File: src/rtl/core/olt_pkg.sv
// ----------------------------------------------------------------------------
// olt_pkg
// Shared types and constants of the ordered list table: request codes,
// status codes, the classified command and the back-end states.
// ----------------------------------------------------------------------------
package olt_pkg;

  localparam int REQ_W       = 4;
  localparam int POS_W       = 6;
  localparam int ST_W        = 2;
  localparam int LEN_W       = 5;
  localparam int DEPTH_DEF   = 16;
  localparam int KEY_W_DEF   = 16;
  localparam int PAY_W_DEF   = 32;
  localparam int QUEUE_DEPTH = 2;

  // request codes
  localparam logic [REQ_W-1:0] REQ_INSERT_AT  = 4'd0;
  localparam logic [REQ_W-1:0] REQ_PUSH_FRONT = 4'd1;
  localparam logic [REQ_W-1:0] REQ_PUSH_BACK  = 4'd2;
  localparam logic [REQ_W-1:0] REQ_DELETE_AT  = 4'd3;
  localparam logic [REQ_W-1:0] REQ_POP_FRONT  = 4'd4;
  localparam logic [REQ_W-1:0] REQ_POP_BACK   = 4'd5;
  localparam logic [REQ_W-1:0] REQ_GET        = 4'd6;
  localparam logic [REQ_W-1:0] REQ_LOCATE     = 4'd7;
  localparam logic [REQ_W-1:0] REQ_CLEAR      = 4'd8;

  typedef enum logic [ST_W-1:0] {
    ST_OK       = 2'd0,
    ST_FULL     = 2'd1,
    ST_BADPOS   = 2'd2,
    ST_NOTFOUND = 2'd3
  } status_t;

  typedef enum logic [2:0] {
    OP_NOP,
    OP_INSERT,
    OP_DELETE,
    OP_GET,
    OP_LOCATE,
    OP_CLEAR
  } op_t;

  // where the position of a request comes from
  typedef enum logic [1:0] {
    PSEL_GIVEN,
    PSEL_FIRST,
    PSEL_LAST
  } pos_sel_t;

  typedef struct packed {
    op_t              op;
    pos_sel_t         psel;
    logic [POS_W-1:0] pos;
  } cmd_t;

  typedef enum logic [1:0] {
    B_IDLE,
    B_RUN,
    B_WRITE,
    B_RESULT
  } back_state_t;

endpackage

File: src/rtl/core/olt_front.sv
// ----------------------------------------------------------------------------
// olt_front
// Request front end: takes a transaction when the queue has room and turns
// the request code into an operation and a position source.
// ----------------------------------------------------------------------------
module olt_front #(
  parameter int KEY_WIDTH     = olt_pkg::KEY_W_DEF,
  parameter int PAYLOAD_WIDTH = olt_pkg::PAY_W_DEF
) (
  input  logic                      start,
  output logic                      busy,
  input  logic [olt_pkg::REQ_W-1:0] req_type,
  input  logic [olt_pkg::POS_W-1:0] position,
  input  logic [KEY_WIDTH-1:0]      elem_key,
  input  logic [PAYLOAD_WIDTH-1:0]  elem_payload,
  input  logic                      q_full,
  output logic                      push,
  output olt_pkg::cmd_t             push_cmd,
  output logic [KEY_WIDTH-1:0]      push_key,
  output logic [PAYLOAD_WIDTH-1:0]  push_pay
);
  import olt_pkg::*;

  assign busy     = q_full;
  assign push     = start && !q_full;
  assign push_key = elem_key;
  assign push_pay = elem_payload;

  always_comb begin
    push_cmd.pos  = position;
    push_cmd.op   = OP_NOP;
    push_cmd.psel = PSEL_GIVEN;
    case (req_type)
      REQ_INSERT_AT: begin
        push_cmd.op = OP_INSERT;
      end
      REQ_PUSH_FRONT: begin
        push_cmd.op   = OP_INSERT;
        push_cmd.psel = PSEL_FIRST;
      end
      REQ_PUSH_BACK: begin
        push_cmd.op   = OP_INSERT;
        push_cmd.psel = PSEL_LAST;
      end
      REQ_DELETE_AT: begin
        push_cmd.op = OP_DELETE;
      end
      REQ_POP_FRONT: begin
        push_cmd.op   = OP_DELETE;
        push_cmd.psel = PSEL_FIRST;
      end
      REQ_POP_BACK: begin
        push_cmd.op   = OP_DELETE;
        push_cmd.psel = PSEL_LAST;
      end
      REQ_GET: begin
        push_cmd.op = OP_GET;
      end
      REQ_LOCATE: begin
        push_cmd.op = OP_LOCATE;
      end
      REQ_CLEAR: begin
        push_cmd.op = OP_CLEAR;
      end
      default: begin
        push_cmd.op = OP_NOP;
      end
    endcase
  end

endmodule

File: src/rtl/core/olt_queue.sv
// ----------------------------------------------------------------------------
// olt_queue
// Small command queue between the front end and the back end.
// ----------------------------------------------------------------------------
module olt_queue #(
  parameter int DATA_W = 8,
  parameter int QDEPTH = olt_pkg::QUEUE_DEPTH
) (
  input  logic              clk,
  input  logic              rst,
  input  logic              push,
  input  logic [DATA_W-1:0] push_data,
  output logic              full,
  input  logic              pop,
  output logic              valid,
  output logic [DATA_W-1:0] head
);
  import olt_pkg::*;

  localparam int PTR_W = (QDEPTH > 1) ? $clog2(QDEPTH) : 1;
  localparam int FILL_W = $clog2(QDEPTH + 1);

  logic [DATA_W-1:0] slots [QDEPTH];
  logic [PTR_W-1:0]  wr_ptr;
  logic [PTR_W-1:0]  rd_ptr;
  logic [FILL_W-1:0] fill;

  assign full  = (fill == FILL_W'(QDEPTH));
  assign valid = (fill != '0);
  assign head  = slots[rd_ptr];

  always_ff @(posedge clk) begin
    if (rst) begin
      wr_ptr <= '0;
      rd_ptr <= '0;
      fill   <= '0;
    end else begin
      if (push) begin
        wr_ptr <= (wr_ptr == PTR_W'(QDEPTH - 1)) ? '0 : wr_ptr + PTR_W'(1);
      end
      if (pop) begin
        rd_ptr <= (rd_ptr == PTR_W'(QDEPTH - 1)) ? '0 : rd_ptr + PTR_W'(1);
      end
      if (push && !pop) begin
        fill <= fill + FILL_W'(1);
      end else if (pop && !push) begin
        fill <= fill - FILL_W'(1);
      end
    end
  end

  always_ff @(posedge clk) begin
    if (push) begin
      slots[wr_ptr] <= push_data;
    end
  end

endmodule

File: src/rtl/core/olt_back.sv
// ----------------------------------------------------------------------------
// olt_back
// Execution back end: holds the entry memory and the length, moves entries
// one per cycle for insert and delete, scans keys one per cycle for locate.
// ----------------------------------------------------------------------------
module olt_back #(
  parameter int DEPTH         = olt_pkg::DEPTH_DEF,
  parameter int KEY_WIDTH     = olt_pkg::KEY_W_DEF,
  parameter int PAYLOAD_WIDTH = olt_pkg::PAY_W_DEF
) (
  input  logic                      clk,
  input  logic                      rst,
  input  logic                      q_valid,
  output logic                      q_pop,
  input  olt_pkg::cmd_t             q_cmd,
  input  logic [KEY_WIDTH-1:0]      q_key,
  input  logic [PAYLOAD_WIDTH-1:0]  q_pay,
  output logic                      done,
  output logic [olt_pkg::ST_W-1:0]  status,
  output logic [olt_pkg::LEN_W-1:0] found_position,
  output logic [KEY_WIDTH-1:0]      out_key,
  output logic [PAYLOAD_WIDTH-1:0]  out_payload,
  output logic [olt_pkg::LEN_W-1:0] list_length,
  output logic                      list_empty
);
  import olt_pkg::*;

  localparam int CNT_W = $clog2(DEPTH + 1);
  localparam int AW    = (DEPTH > 1) ? $clog2(DEPTH) : 1;
  localparam int PW    = ((POS_W > CNT_W) ? POS_W : CNT_W) + 1;

  logic [KEY_WIDTH-1:0]     mem_key [DEPTH];
  logic [PAYLOAD_WIDTH-1:0] mem_pay [DEPTH];

  back_state_t              state;
  back_state_t              state_next;
  logic [CNT_W-1:0]         cnt;
  logic                     issuing;
  logic                     rd_vld_q;

  op_t                      op_q;
  logic                     dir_up;
  logic [AW-1:0]            idx;
  logic [AW-1:0]            end_idx;
  logic [AW-1:0]            ins_addr;
  logic [AW-1:0]            rd_addr_q;
  logic [KEY_WIDTH-1:0]     key_q;
  logic [PAYLOAD_WIDTH-1:0] pay_q;
  logic [KEY_WIDTH-1:0]     rd_key;
  logic [PAYLOAD_WIDTH-1:0] rd_pay;
  status_t                  res_status;
  logic [LEN_W-1:0]         res_found;
  logic [KEY_WIDTH-1:0]     res_key;
  logic [PAYLOAD_WIDTH-1:0] res_pay;

  logic                     take;
  logic [PW-1:0]            cnt_p;
  logic [PW-1:0]            pos_p;
  logic [PW-1:0]            p_res;
  logic [PW-1:0]            p_m1;
  logic [PW-1:0]            cnt_m1;
  logic                     is_full;
  logic                     ins_bad;
  logic                     rng_bad;
  back_state_t              take_next;
  status_t                  take_status;
  logic [AW-1:0]            take_idx;
  logic [AW-1:0]            take_end;
  logic                     take_up;
  logic                     tail_pop;

  logic                     rd_en;
  logic                     match;
  logic                     run_done;
  logic                     wr_en;
  logic [AW-1:0]            wr_addr;
  logic [KEY_WIDTH-1:0]     wr_key;
  logic [PAYLOAD_WIDTH-1:0] wr_pay;

  assign take  = (state == B_IDLE) && q_valid;
  assign q_pop = take;

  // resolve the position against the current length
  always_comb begin
    cnt_p  = PW'(cnt);
    pos_p  = PW'(q_cmd.pos);
    cnt_m1 = cnt_p - PW'(1);
    case (q_cmd.psel)
      PSEL_GIVEN: p_res = pos_p;
      PSEL_FIRST: p_res = PW'(1);
      PSEL_LAST:  p_res = (q_cmd.op == OP_INSERT) ? cnt_p + PW'(1) : cnt_p;
      default:    p_res = pos_p;
    endcase
    p_m1    = p_res - PW'(1);
    is_full = (cnt == CNT_W'(DEPTH));
    ins_bad = (p_res == '0) || (p_res > cnt_p + PW'(1));
    rng_bad = (p_res == '0) || (p_res > cnt_p);
  end

  // classify the queued command
  always_comb begin
    take_next   = B_RESULT;
    take_status = ST_OK;
    take_idx    = p_m1[AW-1:0];
    take_end    = p_m1[AW-1:0];
    take_up     = 1'b1;
    tail_pop    = 1'b0;
    case (q_cmd.op)
      OP_INSERT: begin
        take_idx = cnt_m1[AW-1:0];
        take_up  = 1'b0;
        if (is_full) begin
          take_status = ST_FULL;
        end else if (ins_bad) begin
          take_status = ST_BADPOS;
        end else if (p_res == cnt_p + PW'(1)) begin
          take_next = B_WRITE;
        end else begin
          take_next = B_RUN;
        end
      end
      OP_DELETE: begin
        take_idx = p_res[AW-1:0];
        take_end = cnt_m1[AW-1:0];
        if (rng_bad) begin
          take_status = ST_BADPOS;
        end else if (p_res == cnt_p) begin
          tail_pop = 1'b1;
        end else begin
          take_next = B_RUN;
        end
      end
      OP_GET: begin
        if (rng_bad) begin
          take_status = ST_BADPOS;
        end else begin
          take_next = B_RUN;
        end
      end
      OP_LOCATE: begin
        take_idx    = '0;
        take_end    = cnt_m1[AW-1:0];
        take_status = ST_NOTFOUND;
        if (cnt != '0) begin
          take_next = B_RUN;
        end
      end
      default: begin
        take_next = B_RESULT;
      end
    endcase
  end

  assign rd_en = (state == B_RUN) && issuing;
  assign match = rd_vld_q && (rd_key == key_q);

  always_comb begin
    run_done = 1'b0;
    if (state == B_RUN) begin
      if (op_q == OP_LOCATE) begin
        run_done = match || (!issuing && rd_vld_q);
      end else begin
        run_done = !issuing && rd_vld_q;
      end
    end
  end

  // memory write port: moved entries while running, then the new entry at its position
  always_comb begin
    wr_en   = 1'b0;
    wr_addr = rd_addr_q - AW'(1);
    wr_key  = rd_key;
    wr_pay  = rd_pay;
    if (state == B_WRITE) begin
      wr_en   = 1'b1;
      wr_addr = ins_addr;
      wr_key  = key_q;
      wr_pay  = pay_q;
    end else if ((state == B_RUN) && rd_vld_q) begin
      if (op_q == OP_INSERT) begin
        wr_en   = 1'b1;
        wr_addr = rd_addr_q + AW'(1);
      end else if (op_q == OP_DELETE) begin
        wr_en = 1'b1;
      end
    end
  end

  always_ff @(posedge clk) begin
    if (wr_en) begin
      mem_key[wr_addr] <= wr_key;
      mem_pay[wr_addr] <= wr_pay;
    end
    if (rd_en) begin
      rd_key <= mem_key[idx];
      rd_pay <= mem_pay[idx];
    end
  end

  always_comb begin
    state_next = state;
    case (state)
      B_IDLE:   state_next = take ? take_next : B_IDLE;
      B_RUN: begin
        if (run_done) begin
          state_next = (op_q == OP_INSERT) ? B_WRITE : B_RESULT;
        end
      end
      B_WRITE:  state_next = B_RESULT;
      B_RESULT: state_next = B_IDLE;
      default:  state_next = B_IDLE;
    endcase
  end

  always_ff @(posedge clk) begin
    if (rst) begin
      state    <= B_IDLE;
      cnt      <= '0;
      issuing  <= 1'b0;
      rd_vld_q <= 1'b0;
    end else begin
      state    <= state_next;
      rd_vld_q <= rd_en;
      if (take) begin
        issuing <= (take_next == B_RUN);
        if (q_cmd.op == OP_CLEAR) begin
          cnt <= '0;
        end else if (tail_pop) begin
          cnt <= cnt - CNT_W'(1);
        end
      end else if (run_done) begin
        issuing <= 1'b0;
        if (op_q == OP_DELETE) begin
          cnt <= cnt - CNT_W'(1);
        end
      end else if (rd_en && (idx == end_idx)) begin
        issuing <= 1'b0;
      end
      if (state == B_WRITE) begin
        cnt <= cnt + CNT_W'(1);
      end
    end
  end

  always_ff @(posedge clk) begin
    rd_addr_q <= idx;
    if (take) begin
      op_q       <= q_cmd.op;
      key_q      <= q_key;
      pay_q      <= q_pay;
      idx        <= take_idx;
      end_idx    <= take_end;
      dir_up     <= take_up;
      ins_addr   <= p_m1[AW-1:0];
      res_status <= take_status;
      res_found  <= '0;
      res_key    <= '0;
      res_pay    <= '0;
    end else begin
      if (rd_en) begin
        idx <= dir_up ? idx + AW'(1) : idx - AW'(1);
      end
      if ((state == B_RUN) && rd_vld_q && (op_q == OP_GET)) begin
        res_key <= rd_key;
        res_pay <= rd_pay;
      end
      if ((state == B_RUN) && (op_q == OP_LOCATE) && match) begin
        res_status <= ST_OK;
        res_found  <= LEN_W'({1'b0, rd_addr_q} + (AW + 1)'(1));
      end
    end
  end

  always_comb begin
    done           = (state == B_RESULT);
    status         = res_status;
    found_position = res_found;
    out_key        = res_key;
    out_payload    = res_pay;
    list_length    = LEN_W'(cnt);
    list_empty     = (cnt == '0);
  end

`ifndef SYNTHESIS
  a_cnt_bound: assert property (@(posedge clk) disable iff (rst)
    cnt <= CNT_W'(DEPTH))
    else $error("list length above depth");

  a_read_only: assert property (@(posedge clk) disable iff (rst)
    (state == B_RUN && (op_q == OP_GET || op_q == OP_LOCATE)) |-> !wr_en)
    else $error("memory write during get or locate");

  a_read_in_list: assert property (@(posedge clk) disable iff (rst)
    rd_en |-> ((CNT_W + 1)'(idx) < (CNT_W + 1)'(cnt)))
    else $error("entry read beyond list length");

  a_insert_grows: assert property (@(posedge clk) disable iff (rst)
    (state == B_WRITE) |=> (done && cnt == CNT_W'($past(cnt) + CNT_W'(1))))
    else $error("insert did not finish with length plus one");
`endif

endmodule

File: src/rtl/core/ordered_list_table_unit.sv
// ----------------------------------------------------------------------------
// ordered_list_table_unit
// Bounded ordered list of key/payload entries with positional insert and
// delete, get, locate by key and clear.
// ----------------------------------------------------------------------------
// Usage: drive req_type, position, elem_key and elem_payload and raise start;
// the transaction is taken at a rising edge with start high and busy low.
// Up to two transactions wait in a command queue while the back end works,
// so busy only rises when that queue is full.
// Each transaction gives one result, shown for exactly one cycle with done
// high: status, found_position, out_key, out_payload, list_length and
// list_empty. Results come out in request order and cannot be held off.
// With the back end idle, errors, clear, removing the last entry and unused
// codes go straight to the result, and an append writes the new entry first.
// Other requests read entries from the entry memory (one read port and one
// write port): get reads one entry, delete moves the entries behind the
// position, locate compares keys up to a match, and insert moves entries
// up and then does one final write. The back end takes the next queued
// transaction in the cycle after each result, so it works on one at a time.
// Reset (rst, synchronous) empties the list and the queue; entry contents
// are not cleared, since no entry is read before it has been written.
// ----------------------------------------------------------------------------
module ordered_list_table_unit #(
  parameter int DEPTH         = olt_pkg::DEPTH_DEF,
  parameter int KEY_WIDTH     = olt_pkg::KEY_W_DEF,
  parameter int PAYLOAD_WIDTH = olt_pkg::PAY_W_DEF
) (
  input  logic                      clk,
  input  logic                      rst,
  input  logic                      start,
  output logic                      busy,
  input  logic [olt_pkg::REQ_W-1:0] req_type,
  input  logic [olt_pkg::POS_W-1:0] position,
  input  logic [KEY_WIDTH-1:0]      elem_key,
  input  logic [PAYLOAD_WIDTH-1:0]  elem_payload,
  output logic                      done,
  output logic [olt_pkg::ST_W-1:0]  status,
  output logic [olt_pkg::LEN_W-1:0] found_position,
  output logic [KEY_WIDTH-1:0]      out_key,
  output logic [PAYLOAD_WIDTH-1:0]  out_payload,
  output logic [olt_pkg::LEN_W-1:0] list_length,
  output logic                      list_empty
);
  import olt_pkg::*;

  localparam int CMD_W  = $bits(cmd_t);
  localparam int DATA_W = CMD_W + KEY_WIDTH + PAYLOAD_WIDTH;

  logic                     q_full;
  logic                     push;
  cmd_t                     push_cmd;
  logic [KEY_WIDTH-1:0]     push_key;
  logic [PAYLOAD_WIDTH-1:0] push_pay;
  logic [DATA_W-1:0]        push_data;
  logic                     q_valid;
  logic                     q_pop;
  logic [DATA_W-1:0]        head;
  cmd_t                     q_cmd;
  logic [KEY_WIDTH-1:0]     q_key;
  logic [PAYLOAD_WIDTH-1:0] q_pay;

  assign push_data = {push_cmd, push_key, push_pay};
  assign q_cmd     = cmd_t'(head[DATA_W-1 -: CMD_W]);
  assign q_key     = head[PAYLOAD_WIDTH +: KEY_WIDTH];
  assign q_pay     = head[PAYLOAD_WIDTH-1:0];

  olt_front #(
    .KEY_WIDTH     (KEY_WIDTH),
    .PAYLOAD_WIDTH (PAYLOAD_WIDTH)
  ) u_front (
    .start        (start),
    .busy         (busy),
    .req_type     (req_type),
    .position     (position),
    .elem_key     (elem_key),
    .elem_payload (elem_payload),
    .q_full       (q_full),
    .push         (push),
    .push_cmd     (push_cmd),
    .push_key     (push_key),
    .push_pay     (push_pay)
  );

  olt_queue #(
    .DATA_W (DATA_W),
    .QDEPTH (QUEUE_DEPTH)
  ) u_queue (
    .clk       (clk),
    .rst       (rst),
    .push      (push),
    .push_data (push_data),
    .full      (q_full),
    .pop       (q_pop),
    .valid     (q_valid),
    .head      (head)
  );

  olt_back #(
    .DEPTH         (DEPTH),
    .KEY_WIDTH     (KEY_WIDTH),
    .PAYLOAD_WIDTH (PAYLOAD_WIDTH)
  ) u_back (
    .clk            (clk),
    .rst            (rst),
    .q_valid        (q_valid),
    .q_pop          (q_pop),
    .q_cmd          (q_cmd),
    .q_key          (q_key),
    .q_pay          (q_pay),
    .done           (done),
    .status         (status),
    .found_position (found_position),
    .out_key        (out_key),
    .out_payload    (out_payload),
    .list_length    (list_length),
    .list_empty     (list_empty)
  );

endmodule
File: config.mk
export PLATFORM = sky130hd
export DESIGN_NAME = ordered_list_table_unit
export DESIGN_NICKNAME = d
export VERILOG_FILES = /design/src/rtl/core/olt_pkg.sv /design/src/rtl/core/olt_front.sv /design/src/rtl/core/olt_queue.sv /design/src/rtl/core/olt_back.sv /design/src/rtl/core/ordered_list_table_unit.sv
export SDC_FILE = /design/constraint.sdc
export NUM_CORES = 1
export LEC_CHECK = 0
export ABC_AREA = 1
export ABC_CLOCK_PERIOD_IN_PS = 9900
export CORE_MARGIN = 2
export CORE_UTILIZATION = 40
export DETAILED_ROUTE_END_ITERATION = 7
export DONT_BUFFER_PORTS = 1
export GPL_TIMING_DRIVEN = 1
export RECOVER_POWER = 50
export REMOVE_ABC_BUFFERS = 1
export SLEW_MARGIN = 10
export SYNTH_ARGS = -nofsm -noshare
export SYNTH_HDL_FRONTEND = slang
export SYNTH_SLANG_ARGS = --single-unit
export TNS_END_PERCENT = 10
File: constraint.sdc
create_clock -name clk -period 9.9 [get_ports clk]
set_input_delay 0.495 -clock clk [delete_from_list [all_inputs] [get_ports clk]]
set_output_delay 0.495 -clock clk [all_outputs]
set_load 0.05 [all_outputs]
After elaboration in Yosys (flattened, before gate mapping)
Memory sizes are Yosys's and may differ from the RTL's. A register that Yosys moved wholly into a read port is not among the register bits.
Index checks and enable logic that the tools add are counted.
Word-level totals
  register bits after elaboration: 136
  memories: 3
  output and inout bits: 63
  input bits: 61
  bits in writable memories: 886
  word-level logic and storage cells: 168
Cells by class
  mux-type cells: 61
  add/subtract/negate cells: 14
  magnitude comparators: 2
  eq/ne operators: 31
  reduce and logical (&&, ||, !) cells: 38
Memories
  u_back.mem_pay: depth 16, width 32, rd ports 1, clocked after memory_dff 1, write ports 1, line olt_back.sv:33  | logic [PAYLOAD_WIDTH-1:0] mem_pay [DEPTH];
  u_back.mem_key: depth 16, width 16, rd ports 1, clocked after memory_dff 1, write ports 1, line olt_back.sv:32  | logic [KEY_WIDTH-1:0] mem_key [DEPTH];
  u_queue.slots: depth 2, width 59, rd ports 1, clocked after memory_dff 1, write ports 1, line olt_queue.sv:23  | logic [DATA_W-1:0] slots [QDEPTH];
Operators with widths (count)
  $mux 2: 16
  $mux 32: 1
  $mux 5: 6
  $mux 4: 7
  $mux 1: 22
  $eq 16x16->1: 1
  $eq 4x3->1 const B: 4
  $mux 16: 1
  $pmux 2 s4: 2
  $sub 4x1->4 const B: 4
  $pmux 3 s5: 1
  $pmux 7 s2: 1
  $eq 3x2->1 const B: 4
  $logic_and 1x1->1: 12
  $pmux 4 s3: 1
  $eq 3x3->1 const B: 3
  $reduce_bool 3->1: 3
  $add 4x1->4 const B: 2
  $eq 2x2->1 const B: 4
  $eq 4x2->1 const B: 2
  $reduce_bool 2->1: 4
  $reduce_or 2->1: 4
  $eq 7x5->1: 1
  $eq 7x6->1: 1
  other kinds (29): 39

Logic depth before layout (Yosys ltp)
  word-level depth: 11
  gate-level depth with buffers: 24
  mapped depth without buffers: 22

Hierarchy
Synthesis repeated with hierarchy kept, for this count alone.
Second synthesis, totals
  cell total of the unflattened synthesis: 3207
  area, all modules: 42539.5 µm²
By module, submodules not included
  olt_back: cells an instance 2905, instances 1, area each 37480.9 µm², seq. area each 27806.7 µm²
  olt_queue: cells an instance 217, instances 1, area each 4529.3 µm², seq. area each 3643.5 µm²
  olt_front: cells an instance 85, instances 1, area each 529.3 µm², seq. area each 0.0 µm²

Least setup slack after synthesis
Ideal clock, no wire load.
  path type: register -> register
  start: register u_back.state[0]
  end: memory u_back.mem_key[12][0] (netlist name) (enable)
  clock period less this slack: 3.868 ns
  arrival time: 3.415 ns
  data required time: 9.446 ns
  stages on the path, launching flop included: 10
  path buffers: 1
  slack: 6.032 ns
  setup time: 0.454 ns
  cell sequence: dfxtp_1 > inv_1 > ha_1 > clkbuf_1 > clkinv_1 > o21ai_0 > nand2_1 > inv_1 > nand2_1 > nor2_1
On the way
  word-level cells in the longest chain between the ends: 6
  elaborated cells on any way between the ends: 9
  those cells by class: eq/ne: 2; mux: 6; reduce/logical: 1
RTL lines
  from (decl): line olt_back.sv:35  | back_state_t state;
  from (signal assigned): line olt_back.sv:222  | state <= state_next;
  $eq 2x1->1: line olt_back.sv:179  | end else if ((state == B_RUN) && rd_vld_q) begin
  $logic_and 1x1->1: line olt_back.sv:179
  $mux 1: line olt_back.sv:179
  $mux 1: line olt_back.sv:174  | if (state == B_WRITE) begin
  $mux 1: line olt_back.sv:190  | if (wr_en) begin
  $mux 1 (implied by the code): line olt_back.sv:191  | mem_key[wr_addr] <= wr_key;
  to (decl): line olt_back.sv:32
Parallel ways exist; a longest one is shown, timed or not.

Worst setup path after layout
  start: register u_back.state[0]
  end: memory u_back.mem_pay[11][27] (netlist name) (enable)
On the way
  word-level cells in the longest chain between the ends: 6
  elaborated cells on any way between the ends: 9
  those cells by class: eq/ne: 2; mux: 6; reduce/logical: 1
RTL lines
  $eq 2x1->1: line olt_back.sv:179
  $logic_and 1x1->1: line olt_back.sv:179
  $mux 1: line olt_back.sv:179
  $mux 1: line olt_back.sv:174
  $mux 1: line olt_back.sv:190
  $mux 1 (implied by the code): line olt_back.sv:192  | mem_pay[wr_addr] <= wr_pay;
  to (decl): line olt_back.sv:33
Parallel ways exist; a longest one is shown, timed or not.

==> impl_metrics.ini <==
[power_and_ir_drop]
power_frac_comb_pct = 31.3
p_per_area_mw_per_mm2 = 306
ir_drop_uv = 387
power_frac_clock_pct = 26.7
p_seq_share_pct = 42.0
p_int_uw = 9370
p_leak_uw = 0.0163
switching_share_pct = 35.8
p_switching_uw = 5230

[flow_run]
max_cap_viol_count = 19

[grt]
grt_use_total_pct = 18.9
gr-total-overflow = 0
grt_antenna_before_repair = 3
grt_pass1_wl_um = 154000
grt_pass1_vias = 24100
grt_max_degree = 236

[place]
globalplace.congestion = 0.809
dp_hpwl_um = 55100
port_buffers = 0

[die]
chipHeight_um = 329
ios = 124
fp.dieW_um = 329
core_area_sq_mm = 0.105
num_rows = 119
die-area_sq_mm = 0.108
start_util_pct = 40.3

[route]
dr_wl_met3_um = 7020
routed_wl_um = 103000
first_pass_iters = 6
drt_iter0_markers = 2418
final_antenna_net_count = 0
vias = 25000
viasPerCell = 5.44
dr.max_layer_used = met5
drc = 0
m1WireLength_um = 45200
wl_met2_um = 48900
post_drt_wl_per_cell_um = 22.5

[hold_path]
min_path_type = input port to flip-flop

[worst_setup_path]
crit_required_ns = 10.21
critPathArrivalTime_ns = 6.64
cp-end-kind = flip-flop
path_class = flip-flop to flip-flop
reg2reg_slack_ns = 3.57
crit_fanout = 31
cp-start-kind = flip-flop

[clocking]
clockRootBuffer = clkbuf_16
cts_buffer_depth = 3
cts.clk_slew.worst_paths_ns = 0.06
cts-buffers-inserted = 109
htree_levels = 3
clk_latency_ns = 0.68
cts_tree = built
cts.sinks = 1071

[logic_synthesis]
synth_flop_cell = edfxtp_1
ys_seq_elements = 1071
synthCells = 3091
post_synth_most_frequent_cells = 1000 x edfxtp_1, 422 x nor2_1, 415 x nand2_1
synth_area_leader_cell = edfxtp_1
synth-warning-count = 0
avgSynthCellArea_sq_um = 13.7
synth-edff-count = 1000
synthArstFlopShare_pct = 0
synth_top_area_share_pct = 71.0
ys_types = 52
yosysMostFrequentCell = edfxtp_1
ys_seq_area_share_pct = 74.3
syn-cell-area_sq_mm = 0.0423
synth_area_leaders = edfxtp_1 71%, nor2_1 3.7%, nand2_1 3.7%, mux2i_1 3.5%, o21ai_0 3.4%

[status]
violations = max-capacitance violations, max-slew violations
status = complete, but fails checks

[layout]
n_antenna_cell = 0
drive_gt1_share_pct = 7.55
nets = 3199
fin_util_pct = 45.4
area_growth_pct = 12.7
n_fill_cell = 9315

[timing]
clock_skew_ns = 0.0217
fin_crit_sh_pct = 64.0
rsz0062_at_grt = false
holdWs_ns = 0.0526
relSlewSlack_pct = -149
slew_viol_final = 727
max_freq_mhz = 158
hold_violations = 0
finalCriticalPeriod_ns = 6.33
worstMarginPinSlew_ns = 3.74
setup_violations = 0
[logic make-up (layout without fill, tap and decap cells)]
kind of cell             Yosys count  in the layout  share of synthesized area, %
XOR/XNOR                          26             26                         0.556
multiplexers                     149            149                          3.52
flip-flops                      1071           1071                          74.3
AND/OR/NAND/NOR                  978            978                          9.48
adder cells (fa/ha/maj)           25             25                         0.757
AO/OA/AOI/OAI                    574            574                          8.86
buffers and inverters            268            383                          2.50
[routing by layer]
metal / GRT usage (%) / up-vias
met2: 30.6 / 765
li1: - / 11600
met3: 3.55 / 145
met1: 26.0 / 12500
met5: 0 / -
met4: 5.38 / 2
[timing repair]
action,4_1_cts,5_1_grt
gates resized for setup,0,0
hold buffers,55,0
endpoints found under the hold margin,116,0
setup buffers,0,0
[stage by stage]
stage / cell area [sq um] / worst slack, ns / total power, uW / setup TNS [ns] / instances
finish: 47700 / 3.57 / 14600 / 0 / 4597
global route: 47700 / 3.03 / 15400 / 0 / 4597
CTS: 47800 / 5.53 / 14700 / 0 / 4597
detailed placement: 43800 / 5.56 / 10800 / 0 / 4338
global placement: 43800 / 5.64 / 10700 / 0 / 4338
floorplan: 41600 / -8.19 / 9500 / -407.91 / 2900
[critical path, stage by stage, from the launching register on]
cell and delay [ns]:
dfxtp_1 0.38, inv_1 0.08, ha_1 0.58, inv_1 1.42, clkbuf_1 1.41, o211ai_1 0.19, o21ai_0 0.24, nand2_1 0.34
nor2_4 0.69, buf_4 0.56
[final timing paths]
| path | depth (start not counted) | start | to |
|---|---|---|---|
| setup / recovery | 9 | u_back.state[0] | u_back.mem_pay[11][27] |
| hold / removal | 2 | req_type[0] | u_queue.slots[0][54] |
| setup reg to reg | 9 | u_back.state[0] | u_back.mem_pay[11][27] |
| hold reg to reg | 1 | u_queue.rd_ptr | flip-flop |
[power by group through the flow]
stage / registers [uW] / clock network [uW] / logic, uW
6_report: 6130 / 3900 / 4570
3_3_place_gp: 6200 / 0 / 4490
5_1_grt: 6170 / 4160 / 5040
3_5_place_dp: 6200 / 0 / 4550
4_1_cts: 6110 / 3980 / 4590
2_1_floorplan: 6550 / 0 / 2950
[flip-flops by register name, summed over array words and instances, names as in the netlist, 2 cells and up, named ones only]
name / cells
u_back.rd_key: 16
u_back.rd_addr_q: 4
u_back.idx: 4
u_back.end_idx: 4
u_back.out_key: 16
u_back.list_length: 5
u_back.rd_pay: 32
u_back.mem_key: 256
u_back.pay_q: 32
u_back.key_q: 16
u_queue.slots: 118
u_back.status: 2
u_back.out_payload: 32
u_back.found_position: 5
u_back.mem_pay: 512
u_back.ins_addr: 4
u_back.state: 2
u_queue.fill: 2
u_back.op_q: 3
[cells in the final DEF (no fill, tap or decap), types with 37 or more instances in the layout]
| cell type | netlist | layout |
|---|---|---|
| edfxtp_1 | 1000 | 1000 |
| nor2_1 | 422 | 406 |
| clkbuf_1 | 145 | 44 |
| nand2_1 | 415 | 417 |
| mux2i_1 | 149 | 149 |
| clkbuf_16 | 0 | 110 |
| nand3_1 | 81 | 82 |
| inv_1 | 70 | 67 |
| o21ai_0 | 287 | 287 |
| dlygate4sd3_1 | 0 | 55 |
| o211ai_1 | 41 | 41 |
| o32ai_1 | 37 | 37 |
| dfxtp_1 | 71 | 71 |
| o221ai_1 | 150 | 150 |
[cell type report]
class / count / area (sq um) / area share, %
clock buffer: 140 / 2900 / 6.07
clock inverter: 64 / 507 / 1.06
inverter: 77 / 307 / 0.643
multi-input combinational: 1752 / 9920 / 20.8
sequential: 1071 / 31500 / 65.9
tap: 1391 / 1740 / 3.65
timing repair buffer: 102 / 865 / 1.81
Power figures use the tool's default switching activity.
